<file path="config.mk">
export PLATFORM = sky130hd
export DESIGN_NAME = qrs_peak_detector
export DESIGN_NICKNAME = d
export VERILOG_FILES = /design/src/sv/qpd_pkg.sv /design/src/sv/qpd_front.sv /design/src/sv/qpd_queue.sv /design/src/sv/qpd_back.sv /design/src/sv/qrs_peak_detector.sv
export SDC_FILE = /design/constraint.sdc
export NUM_CORES = 1
export LEC_CHECK = 0
export ABC_AREA = 1
export CAP_MARGIN = 20
export CORE_MARGIN = 2
export CORE_UTILIZATION = 50
export DETAILED_ROUTE_END_ITERATION = 8
export DONT_BUFFER_PORTS = 1
export MAX_ROUTING_LAYER = met4
export PLACE_DENSITY_LB_ADDON = 0.08
export RECOVER_POWER = 100
export SYNTH_ARGS = -nofsm -noshare
export SYNTH_HDL_FRONTEND = slang
export SYNTH_SLANG_ARGS = --single-unit
</file>
<file path="constraint.sdc">
create_clock -name clk -period 18.3 [get_ports clk]
set_clock_uncertainty 0.1 [all_clocks]
set_input_delay 2.745 -clock clk [delete_from_list [all_inputs] [get_ports clk]]
set_output_delay 2.745 -clock clk [all_outputs]
set_load 0.01 [all_outputs]
</file>
<file path="src/sv/qpd_pkg.sv">
`timescale 1ns / 1ps
// qpd_pkg: shared constants and types for the QRS peak detector.
// No dependencies; imported by every module of the block.
package qpd_pkg;

  localparam int SAMPLE_BITS_DEF = 12;
  localparam int COUNT_BITS_DEF  = 16;

  localparam int FEAT_BITS   = 15;
  localparam int WARMUP_BITS = 16;
  localparam int RUN_BITS    = 8;
  localparam int QCOUNT_BITS = 16;

  localparam logic [FEAT_BITS-1:0] FEAT_MAX = {FEAT_BITS{1'b1}};

  // configuration port
  localparam int CFG_DATA_BITS = 16;
  localparam int CFG_IDX_BITS  = 1;

  localparam logic [CFG_IDX_BITS-1:0] REG_WARMUP  = 1'd0;
  localparam logic [CFG_IDX_BITS-1:0] REG_RUN_LEN = 1'd1;

  localparam logic [RUN_BITS-1:0] RUN_LEN_RESET = 8'd5;

  // output word layout
  localparam int OUT_FIELD_BITS = FEAT_BITS + 1 + QCOUNT_BITS + 1;
  localparam int OUT_DATA_BITS  = ((OUT_FIELD_BITS + 7) / 8) * 8;

  typedef struct packed {
    logic [WARMUP_BITS-1:0] warmup_samples;
    logic [RUN_BITS-1:0]    peak_run_length;
  } cfg_t;

  typedef struct packed {
    logic                   warming_up;
    logic [QCOUNT_BITS-1:0] qrs_count;
    logic                   qrs_detected;
    logic [FEAT_BITS-1:0]   feature_value;
  } result_t;

endpackage

</file>
<file path="src/sv/qpd_front.sv">
`timescale 1ns / 1ps
// qpd_front: sample window and Ahlstrom-Tompkins feature (Y3) per sample.
// Depends on qpd_pkg.
module qpd_front import qpd_pkg::*; #(
  parameter int SAMPLE_BITS = SAMPLE_BITS_DEF
) (
  input  logic                   clk,
  input  logic                   rst_n,
  input  logic                   smp_valid,
  input  logic [SAMPLE_BITS-1:0] smp,
  output logic                   smp_ready,
  output logic                   feat_valid,
  output logic [FEAT_BITS-1:0]   feat,
  input  logic                   feat_ready
);

  localparam int DW = SAMPLE_BITS + 1;
  localparam int EW = SAMPLE_BITS + 3;
  localparam int SW = (SAMPLE_BITS + 4 > FEAT_BITS) ? SAMPLE_BITS + 4 : FEAT_BITS + 1;

  logic signed [SAMPLE_BITS-1:0] win_r [4];
  logic signed [SAMPLE_BITS-1:0] x4;
  logic signed [DW-1:0]          d20, d31, d42;
  logic signed [EW-1:0]          d2nd;
  logic        [DW-1:0]          a20, a31, a42;
  logic        [EW-1:0]          a2nd;
  logic        [SW-1:0]          sum;
  logic                          accept;

  assign x4        = $signed(smp);
  assign smp_ready = feat_ready;
  assign accept    = smp_valid & smp_ready;

  // shift the window on every accepted word; slot 3 is the newest
  always_ff @(posedge clk) begin
    if (!rst_n) begin
      for (int i = 0; i < 4; i++) win_r[i] <= '0;
    end else if (accept) begin
      win_r[0] <= win_r[1];
      win_r[1] <= win_r[2];
      win_r[2] <= win_r[3];
      win_r[3] <= x4;
    end
  end

  always_comb begin
    d20  = DW'(win_r[2]) - DW'(win_r[0]);
    d31  = DW'(win_r[3]) - DW'(win_r[1]);
    d42  = DW'(x4) - DW'(win_r[2]);
    d2nd = EW'(win_r[0]) - (EW'(win_r[2]) <<< 1) + EW'(x4);
    a20  = d20[DW-1] ? DW'(-d20) : DW'(d20);
    a31  = d31[DW-1] ? DW'(-d31) : DW'(d31);
    a42  = d42[DW-1] ? DW'(-d42) : DW'(d42);
    a2nd = d2nd[EW-1] ? EW'(-d2nd) : EW'(d2nd);
    sum  = SW'(a20) + (SW'(a31) << 1) + SW'(a42) + SW'(a2nd);
  end

  // saturate to the feature width
  assign feat       = (sum > SW'(FEAT_MAX)) ? FEAT_MAX : sum[FEAT_BITS-1:0];
  assign feat_valid = smp_valid;

endmodule

</file>
<file path="src/sv/qpd_queue.sv">
`timescale 1ns / 1ps
// qpd_queue: two-entry queue of feature words between front and back.
// Depends on qpd_pkg.
module qpd_queue import qpd_pkg::*; (
  input  logic                 clk,
  input  logic                 rst_n,
  input  logic                 wr_valid,
  input  logic [FEAT_BITS-1:0] wr_data,
  output logic                 wr_ready,
  output logic                 rd_valid,
  output logic [FEAT_BITS-1:0] rd_data,
  input  logic                 rd_ready
);

  logic [FEAT_BITS-1:0] ent_r [2];
  logic                 wr_ptr_r, wr_ptr_nxt;
  logic                 rd_ptr_r, rd_ptr_nxt;
  logic [1:0]           cnt_r, cnt_nxt;
  logic                 push, pop;

  assign wr_ready = (cnt_r != 2'd2);
  assign rd_valid = (cnt_r != 2'd0);
  assign rd_data  = ent_r[rd_ptr_r];
  assign push     = wr_valid & wr_ready;
  assign pop      = rd_valid & rd_ready;

  always_comb begin
    wr_ptr_nxt = push ? ~wr_ptr_r : wr_ptr_r;
    rd_ptr_nxt = pop ? ~rd_ptr_r : rd_ptr_r;
    cnt_nxt    = cnt_r + 2'(push) - 2'(pop);
  end

  always_ff @(posedge clk) begin
    if (!rst_n) begin
      wr_ptr_r <= 1'b0;
      rd_ptr_r <= 1'b0;
      cnt_r    <= 2'd0;
    end else begin
      wr_ptr_r <= wr_ptr_nxt;
      rd_ptr_r <= rd_ptr_nxt;
      cnt_r    <= cnt_nxt;
    end
  end

  always_ff @(posedge clk) begin
    if (push) ent_r[wr_ptr_r] <= wr_data;
  end

endmodule

</file>
<file path="src/sv/qpd_back.sv">
`timescale 1ns / 1ps
// qpd_back: running maximum, thresholds, warm-up, run counting and the
// output register. Depends on qpd_pkg.
module qpd_back import qpd_pkg::*; #(
  parameter int COUNT_BITS = COUNT_BITS_DEF
) (
  input  logic                 clk,
  input  logic                 rst_n,
  input  cfg_t                 cfg,
  input  logic                 feat_valid,
  input  logic [FEAT_BITS-1:0] feat,
  output logic                 feat_ready,
  output logic                 res_valid,
  output result_t              res,
  input  logic                 res_ready
);

  localparam int CW = (COUNT_BITS > QCOUNT_BITS) ? COUNT_BITS : QCOUNT_BITS;

  logic [FEAT_BITS-1:0]   max_r, max_nxt;
  logic                   armed_r, armed_nxt;
  logic [RUN_BITS-1:0]    run_r, run_nxt, run_inc;
  logic [WARMUP_BITS:0]   warm_r, warm_nxt;
  logic [COUNT_BITS-1:0]  total_r, total_nxt;
  logic                   valid_r;
  result_t                res_r, res_nxt;
  logic                   pop, warming, detected, hit_one, hit_two;
  logic [FEAT_BITS+2:0]   y5, m4;
  logic [FEAT_BITS+3:0]   y10;
  logic [CW-1:0]          total_ext;

  assign feat_ready = ~valid_r | res_ready;
  assign pop        = feat_valid & feat_ready;
  assign res_valid  = valid_r;
  assign res        = res_r;

  always_comb begin
    max_nxt = (feat > max_r) ? feat : max_r;
    y5      = (FEAT_BITS+3)'(feat) + ((FEAT_BITS+3)'(feat) << 2);
    m4      = (FEAT_BITS+3)'(max_nxt) << 2;
    y10     = ((FEAT_BITS+4)'(feat) << 3) + ((FEAT_BITS+4)'(feat) << 1);
    hit_one = (y5 >= m4);
    hit_two = (y10 >= (FEAT_BITS+4)'(max_nxt));
    warming = (warm_r <= (WARMUP_BITS+1)'(cfg.warmup_samples));
    run_inc = run_r + 1'b1;

    armed_nxt = armed_r;
    run_nxt   = run_r;
    warm_nxt  = warm_r;
    total_nxt = total_r;
    detected  = 1'b0;

    priority if (warming) begin
      warm_nxt = warm_r + 1'b1;
    end else if (!armed_r) begin
      armed_nxt = hit_one;
    end else if (hit_two) begin
      // count the run; a full run is one detection
      if (run_inc == cfg.peak_run_length) begin
        detected  = 1'b1;
        total_nxt = total_r + 1'b1;
        run_nxt   = '0;
        armed_nxt = 1'b0;
      end else begin
        run_nxt = run_inc;
      end
    end else begin
      run_nxt   = '0;
      armed_nxt = 1'b0;
    end

    total_ext             = CW'(total_nxt);
    res_nxt.feature_value = feat;
    res_nxt.qrs_detected  = detected;
    res_nxt.qrs_count     = total_ext[QCOUNT_BITS-1:0];
    res_nxt.warming_up    = warming;
  end

  always_ff @(posedge clk) begin
    if (!rst_n) begin
      max_r   <= '0;
      armed_r <= 1'b0;
      run_r   <= '0;
      warm_r  <= '0;
      total_r <= '0;
      valid_r <= 1'b0;
    end else begin
      if (pop) begin
        max_r   <= max_nxt;
        armed_r <= armed_nxt;
        run_r   <= run_nxt;
        warm_r  <= warm_nxt;
        total_r <= total_nxt;
      end
      if (feat_ready) valid_r <= feat_valid;
    end
  end

  always_ff @(posedge clk) begin
    if (pop) res_r <= res_nxt;
  end

endmodule

</file>
<file path="src/sv/qrs_peak_detector.sv">
`timescale 1ns / 1ps
// qrs_peak_detector: top level of the Ahlstrom-Tompkins QRS peak detector.
// Depends on qpd_pkg, qpd_front, qpd_queue and qpd_back.
//
// The block takes one signed sample per input word and returns one result
// word per sample: the feature Y3 computed over the last five samples, a flag
// when that sample completed a QRS detection, the running detection count and
// a flag telling that peak checking was still suppressed by the warm-up. The
// front computes Y3 as the samples arrive and pushes it into a two-entry
// queue; the back pops the queue, tracks the running maximum of Y3, tests
// threshold one (5*Y3 >= 4*max) and threshold two (10*Y3 >= max) and counts
// runs. Each result is registered in a queue entry and then in the output
// register after its sample is accepted, and one sample is taken every cycle
// as long as the output side keeps up; the queue lets the input run on until
// it is full while the output is stalled. Write configuration only while no
// sample is in flight.
module qrs_peak_detector import qpd_pkg::*; #(
  parameter int SAMPLE_BITS = SAMPLE_BITS_DEF,
  parameter int COUNT_BITS  = COUNT_BITS_DEF
) (
  input  logic                                clk,
  input  logic                                rst_n,
  // input stream; tdata: sample[SAMPLE_BITS-1:0], zero padding above
  input  logic                                in_tvalid,
  output logic                                in_tready,
  input  logic [((SAMPLE_BITS+7)/8)*8-1:0]    in_tdata,
  // result stream; tdata: feature_value[14:0], qrs_detected[15],
  // qrs_count[31:16], warming_up[32], zero padding above
  output logic                                out_tvalid,
  input  logic                                out_tready,
  output logic [OUT_DATA_BITS-1:0]            out_tdata,
  // configuration write port
  input  logic                                cfg_we,
  input  logic [CFG_IDX_BITS-1:0]             cfg_index,
  input  logic [CFG_DATA_BITS-1:0]            cfg_wdata
);

  cfg_t                 cfg_r;
  logic                 fq_valid, fq_ready;
  logic [FEAT_BITS-1:0] fq_data;
  logic                 qb_valid, qb_ready;
  logic [FEAT_BITS-1:0] qb_data;
  result_t              res;

  // configuration registers
  always_ff @(posedge clk) begin
    if (!rst_n) begin
      cfg_r.warmup_samples  <= '0;
      cfg_r.peak_run_length <= RUN_LEN_RESET;
    end else if (cfg_we) begin
      unique case (cfg_index)
        REG_WARMUP:  cfg_r.warmup_samples  <= cfg_wdata[WARMUP_BITS-1:0];
        REG_RUN_LEN: cfg_r.peak_run_length <= cfg_wdata[RUN_BITS-1:0];
        default: ;
      endcase
    end
  end

  // front: window and feature
  qpd_front #(
    .SAMPLE_BITS (SAMPLE_BITS)
  ) u_front (
    .clk        (clk),
    .rst_n      (rst_n),
    .smp_valid  (in_tvalid),
    .smp        (in_tdata[SAMPLE_BITS-1:0]),
    .smp_ready  (in_tready),
    .feat_valid (fq_valid),
    .feat       (fq_data),
    .feat_ready (fq_ready)
  );

  // decouple front and back
  qpd_queue u_queue (
    .clk      (clk),
    .rst_n    (rst_n),
    .wr_valid (fq_valid),
    .wr_data  (fq_data),
    .wr_ready (fq_ready),
    .rd_valid (qb_valid),
    .rd_data  (qb_data),
    .rd_ready (qb_ready)
  );

  // back: thresholds, counting, output register
  qpd_back #(
    .COUNT_BITS (COUNT_BITS)
  ) u_back (
    .clk        (clk),
    .rst_n      (rst_n),
    .cfg        (cfg_r),
    .feat_valid (qb_valid),
    .feat       (qb_data),
    .feat_ready (qb_ready),
    .res_valid  (out_tvalid),
    .res        (res),
    .res_ready  (out_tready)
  );

  // pack fields from the lowest bit up, pad with zeros
  assign out_tdata = OUT_DATA_BITS'(res);

endmodule

</file>
# ---- After elaboration in Yosys (flattened, before gate mapping)
# Memory sizes are Yosys's and may differ from the RTL's. A register that Yosys moved wholly into a read port is not among the register bits.
# Cells that the tools add are included.
dict set report classes {
  n_addsub 19
  order_cmp 5
  n_eq_ne 2
  n_mux 27
  n_bitwise 14
  n_reduce_logical 7
}
# cell count
set op_table {}
lappend op_table {{16-bit 2-to-1 mux} 4}
lappend op_table {{12-bit 2-to-1 mux} 4}
lappend op_table {{15-bit 2-to-1 mux} 3}
lappend op_table {{13-bit 2-to-1 mux} 3}
lappend op_table {{13-bit negation} 3}
lappend op_table {{12-bit by 12-bit subtractor with 13-bit output} 3}
lappend op_table {{18-bit by 16-bit adder with 19-bit output} 1}
lappend op_table {{19-bit by 15-bit greater-or-equal comparator with 1-bit output} 1}
lappend op_table {{15-bit by 17-bit adder with 18-bit output} 1}
lappend op_table {{18-bit by 17-bit greater-or-equal comparator with 1-bit output} 1}
lappend op_table {{17-bit by 1-bit adder with 17-bit output, second input constant} 1}
lappend op_table {{17-bit by 16-bit <= comparator with 1-bit output} 1}
lappend op_table {{16-bit by 1-bit adder with 16-bit output, second input constant} 1}
lappend op_table {{16-bit by 13-bit adder with 16-bit output} 1}
lappend op_table {{16-bit by 15-bit adder with 16-bit output} 1}
lappend op_table {{16-bit by 15-bit > comparator with 1-bit output, second input constant} 1}
lappend op_table {{8-bit 2-to-1 mux} 2}
lappend op_table {{13-bit by 14-bit adder with 15-bit output} 1}
lappend op_table {{14-bit by 12-bit adder with 15-bit output} 1}
lappend op_table {{15-bit > comparator} 1}
lappend op_table {{15-bit negation} 1}
lappend op_table {{12-bit by 13-bit subtractor with 14-bit output} 1}
lappend op_table {{1-bit 2-to-1 mux} 11}
lappend op_table {{8-bit by 1-bit adder with 8-bit output, second input constant} 1}
lappend op_table {{other kinds (11)} 25}
dict set report totals {
  register_bits 119
  mem_bits_rw 78
  in_bits 38
  out_inout_bits 42
  elab_cells 91
  mem_count 2
}
# name depth width read_ports rd_clocked_by_memory_dff wr line
set mem_list {}
lappend mem_list {u_front.win_r 4 12 4 0 4 qpd_front.sv:21} ;# logic signed [SAMPLE_BITS-1:0] win_r [4];
lappend mem_list {u_queue.ent_r 2 15 1 1 1 qpd_queue.sv:15} ;# logic [FEAT_BITS-1:0] ent_r [2];

# ---- Longest topological paths before layout
# An unclocked memory read counts as a cell.
dict set report logic_depth {
  word_depth 9
  depth_mapped 38
  ltp_nobuf 36
}

# ---- Hierarchy
# From an unflattened synthesis, not the netlist that was laid out.
dict set report unflattened {
  hier_cells 2265
  area_unflattened_um2 16632.2
}
# mod instances cells_each area_per_inst_um2 seq_area_each_um2
set modules_own_cells {}
lappend modules_own_cells {qpd_front 1 1126 7573.5 1441.4}
lappend modules_own_cells {qpd_back 1 909 6650.1 2152.1}
lappend modules_own_cells {qpd_queue 1 83 1378.8 1001.0}
lappend modules_own_cells {qrs_peak_detector 1 147 1029.7 480.5}

# ---- Least setup slack after synthesis
# Ideal clock, no wire load.
dict set report synth_timing {
  kind {in2reg}
  startpoint {input port in_tdata[3]}
  endpoint {memory u_queue.ent_r[0][0], data pin}
  arrival_time_ps 7496
  path_slack_ps 10430
  cell_stages 30
  n_path_buf 2
  path_cell_list {inv_1 > fa_1 > inv_1 > ha_1 > nand2_1 > o21ai_1 > nand2_1 > o211ai_1 > a21oi_1 > o21ai_1 > nand2_1 > a22oi_2 > inv_1 > buf_2 > nand2_1 > o21ai_0 > fa_1 > ha_1 > inv_1 > fa_1 > o31ai_1 > inv_1 > nor2_1 > o21ai_0 > nand2_1 > nand3_1 > nand2_1 > xnor2_1 > clkbuf_1 > nand2_1}
}
dict set report synth_between {
  elab_chain_len 7
}
# element line
set synth_rtl {}
lappend synth_rtl {{start, declared} qrs_peak_detector.sv:26} ;# input logic [((SAMPLE_BITS+7)/8)*8-1:0] in_tdata,
lappend synth_rtl {{12-bit by 12-bit subtractor with 13-bit output} qpd_front.sv:49} ;# d42 = DW'(x4) - DW'(win_r[2]);
lappend synth_rtl {{13-bit negation} qpd_front.sv:53} ;# a42 = d42[DW-1] ? DW'(-d42) : DW'(d42);
lappend synth_rtl {{13-bit 2-to-1 mux} qpd_front.sv:53}
lappend synth_rtl {{16-bit by 13-bit adder with 16-bit output} qpd_front.sv:55} ;# sum = SW'(a20) + (SW'(a31) << 1) + SW'(a42) + SW'(a2nd);
lappend synth_rtl {{16-bit by 15-bit adder with 16-bit output *} qpd_front.sv:55}
lappend synth_rtl {{16-bit by 15-bit > comparator with 1-bit output} qpd_front.sv:59} ;# assign feat = (sum > SW'(FEAT_MAX)) ? FEAT_MAX : sum[FEAT_BITS-1:0];
lappend synth_rtl {{15-bit 2-to-1 mux *} qpd_front.sv:59}
lappend synth_rtl {{net fq_data[0]} qrs_peak_detector.sv:40} ;# logic [FEAT_BITS-1:0] fq_data;
lappend synth_rtl {{end, declared} qpd_queue.sv:15}
# Mark *: on every way through the listed nets, which the timed path passes. The rest lies on a longest branch.

# ---- Worst setup path in the final report
dict set report layout_timing {
  startpoint {input port in_tdata[3]}
  endpoint {memory u_queue.ent_r[0][8], data pin}
}
# Same word-level chain as after synthesis.

==> results.py <==
metrics = {
    "hold_path": {
        "hp-start": "u_queue.rd_ptr_r$_SDFFE_PN0P_",
        "hold_end": "u_queue.rd_ptr_r$_SDFFE_PN0P_",
        "hold_depth": 1,
        "hold_class": "reg -> reg",
    },
    "final_layout": {
        "drive_gt1_share_pct": 2.64,
        "finalNetCount": 2187,
        "multi_input_area_mm2": 0.00866,
        "n_fill_cell": 2909,
        "antennaDiodeCount": 0,
        "area_growth_pct": 6.05,
        "ff_latch_area_mm2": 0.00507,
    },
    "worst_setup_path": {
        "cp_slowest_cell": "fa_1",
        "crit_type": "in -> reg",
        "cpPeakStageDelay_ns": 0.53,
        "r2r-end": "u_queue.ent_r[0][8]$_DFFE_PP_",
        "start_kind": "input pin",
        "endpoint_kind": "flip-flop",
        "crit_arrival_ns": 9.16,
        "startpoint": "in_tdata[3]",
        "reg2reg_slack_ns": 11.09,
        "cp_max_fo": 15,
        "crit_path_frequent_cell": "nand2_1",
        "cp.required_ns": 18.35,
        "regToRegStartpoint": "u_front.win_r[0][12]$_SDFFCE_PN0P_",
        "reg2reg_depth": 32,
    },
    "synth": {
        "syn-instance-count": 1965,
        "async_reset_ff_share_pct": 0,
        "synth_edf_count": 111,
        "avgSynthCellArea_um2": 7.81,
        "ys_warn_count": 0,
        "synth.cell_area_mm2": 0.0153,
        "ys_seq_area_share_pct": 33.1,
        "yosys.area.top_type": "edfxtp_1",
        "synth_top_area_share_pct": 21.7,
        "synthTopCellsByArea": "edfxtp_1 (22%), ha_1 (13%), dfxtp_1 (11%)",
        "synth_ff_type": "edfxtp_1",
        "ys_ff_latch": 198,
        "synth.distinct_cells": 60,
    },
    "outcome": {
        "violations": "capacitance limit, slew limit",
        "status": "complete, but fails checks",
    },
    "global_route": {
        "grt_pass1_wl_um": 55100,
        "grt_max_degree": 85,
        "antenna_found_initial": 0,
        "grt_usage_pct": 22.4,
        "grt_pass1_vias": 11500,
        "grt-ovfl-total": 0,
    },
    "routing": {
        "num_vias": 12200,
        "drtIter0Drc": 552,
        "drt-wirelength-per-cell_um": 14.3,
        "routed_via_density": 5.15,
        "ant_nets": 0,
        "drc": 0,
        "routed_wl_um": 33700,
        "drtPass1Iterations": 5,
    },
    "timing": {
        "clock.fmax_mhz": 110,
        "worst_pin_slew_ns": 3.79,
        "rsz0062_at_grt": "no",
        "finalMaxSlewViolations": 134,
        "setup_violations": 0,
        "hold_ws_ns": 0.353,
        "hold_viol": 0,
        "max_slew_margin_pct": -153,
        "period_share_pct": 49.8,
        "fin_crit_ns": 9.11,
        "setup_tns_ns": 0,
    },
    "clock_network": {
        "cts.sinks": 198,
        "cts_buffers": 17,
        "htree_num_levels": 4,
        "cts_tree": "yes",
        "cts_buffer_depth": 2,
        "postCtsSetupBuffers": 0,
        "cts_resized": 0,
        "root_buffer": "clkbuf_16",
        "clock_latency_ns": 0.46,
        "clk_pin_slew_ns": 0.09,
        "cts_hold_buf": 0,
    },
    "die": {
        "die_y_um": 179,
        "rows": 64,
        "dieArea_mm2": 0.0321,
        "die_width_um": 179,
        "ios": 80,
        "initial_core_util_pct": 50.4,
        "coreArea_mm2": 0.0304,
    },
    "place": {
        "dp_hpwl_um": 27000,
        "gp_routability_congestion": 0.923,
        "place.port_buffers": 0,
    },
    "run": {
        "maxCapViolations": 2,
    },
}
[synth_stat cells (3+ instances only)]
master	instances
inv_1	368
nand2_1	356
nor2_1	162
ha_1	160
a21oi_1	156
edfxtp_1	111
o21ai_0	97
dfxtp_1	87
xor2_1	87
nand3_1	73
nor3_1	42
fa_1	31
xnor2_1	31
nand4_1	28
clkbuf_1	25
o211ai_1	19
mux2_2	11
nand3b_1	11
o21bai_1	10
a21o_1	9
o21ai_1	9
buf_4	7
nor2_2	6
nor4_1	5
or2_2	5
clkinv_1	4
o2111ai_1	4
buf_1	3
nand2_2	3
nor3b_1	3
o31ai_1	3
[worst max-delay path by stage]
| stage | endpoint | slack, ns | depth (start not counted) |
|---|---|---|---|
| after floorplan | u_queue.ent_r[0][0]$_DFFE_PP_ | 10.43 | 30 |
| after global placement | u_queue.ent_r[0][13]$_DFFE_PP_ | 9.59 | 28 |
| after detailed placement | u_queue.ent_r[0][13]$_DFFE_PP_ | 9.52 | 28 |
| after CTS | u_queue.ent_r[1][13]$_DFFE_PP_ | 10.01 | 28 |
| after global routing | u_back.warm_r[15]$_SDFFE_PN0P_ | 8.56 | 10 |
| final | u_queue.ent_r[0][8]$_DFFE_PP_ | 9.19 | 29 |
[metal layers]
metal	wire [um]	share of wire [%]	GRT usage, %
met1	15700	46	26.6
met3	726	2.2	3.29
met5	0	0	-
met4	687	2.0	6.82
met2	16700	49	39.1
[state kept, by name (all words and copies together) (netlist names), 8 cells and up, named ones only]
register        flops
cfg_r              24
u_back.max_r       15
u_back.res         33
u_back.run_r        8
u_back.total_r     16
u_back.warm_r      17
u_front.win_r      48
u_queue.ent_r      30
[stage by stage]
stage          instance area [um2]  worst slack, ns  utilization (%)  std cells
3_5_place_dp                 15800             9.52             51.8       2334
4_1_cts                      16400            10.01             53.8       2366
5_1_grt                      16300             8.56             53.5       2367
6_report                     16300             9.19             53.5       2367
2_1_floorplan                15400            10.43                -       1971
3_3_place_gp                 15700             9.59             51.7       2333
[layout make-up]
cell class                 count  area share [%]
multi-input combinational   1360            53.2
sequential                   198            31.2
inverter                     374            8.63
tap                          396            3.04
clock buffer                  18            2.70
clock inverter                14            1.06
timing repair buffer           7           0.185
[cells by family (layout without fill, tap and decap cells)]
kind of cell / after synthesis / count (layout) / share of synthesized area [%]
simple gates: 703 / 703 / 19.7
buf+inv: 413 / 413 / 10.4
compound gates: 328 / 328 / 12.0
xor+xnor: 119 / 119 / 6.88
mux: 12 / 12 / 0.872
flops: 198 / 198 / 33.1
other cells: 1 / 7 / 0.0244
fa+ha+maj: 191 / 191 / 17.1
[placed cells by master (no fill, tap or decap), drive strengths merged, types with 2 or more instances in the layout]
cell type / instances
a211oi: 2
a21boi: 3
a21o: 9
a21oi: 157
a221oi: 2
a22oi: 4
a31oi: 2
clkbuf: 24
clkinv: 12
conb: 7
dfxtp: 87
edfxtp: 111
fa: 31
ha: 160
inv: 376
mux2: 11
nand2: 359
nand3: 76
nand3b: 11
nand4: 29
nor2: 170
nor3: 43
nor3b: 3
nor4: 5
o2111ai: 4
o211ai: 19
o21a: 2
o21ai: 107
o21bai: 11
o31ai: 3
or2: 5
xnor2: 31
xor2: 87
[worst max-delay path, delay by kind of cell]
kind | cells | cell delay, ns
buffers and inverters | 6 | 1.10
AO/OA/AOI/OAI | 9 | 2.41
XOR/XNOR | 1 | 0.11
adder cells (fa/ha/maj) | 5 | 1.98
AND/OR/NAND/NOR | 8 | 0.80
Power is left out: the tool's default activity adds up to more than one toggle a clock period on the data nets, which glitch-free logic cannot reach.
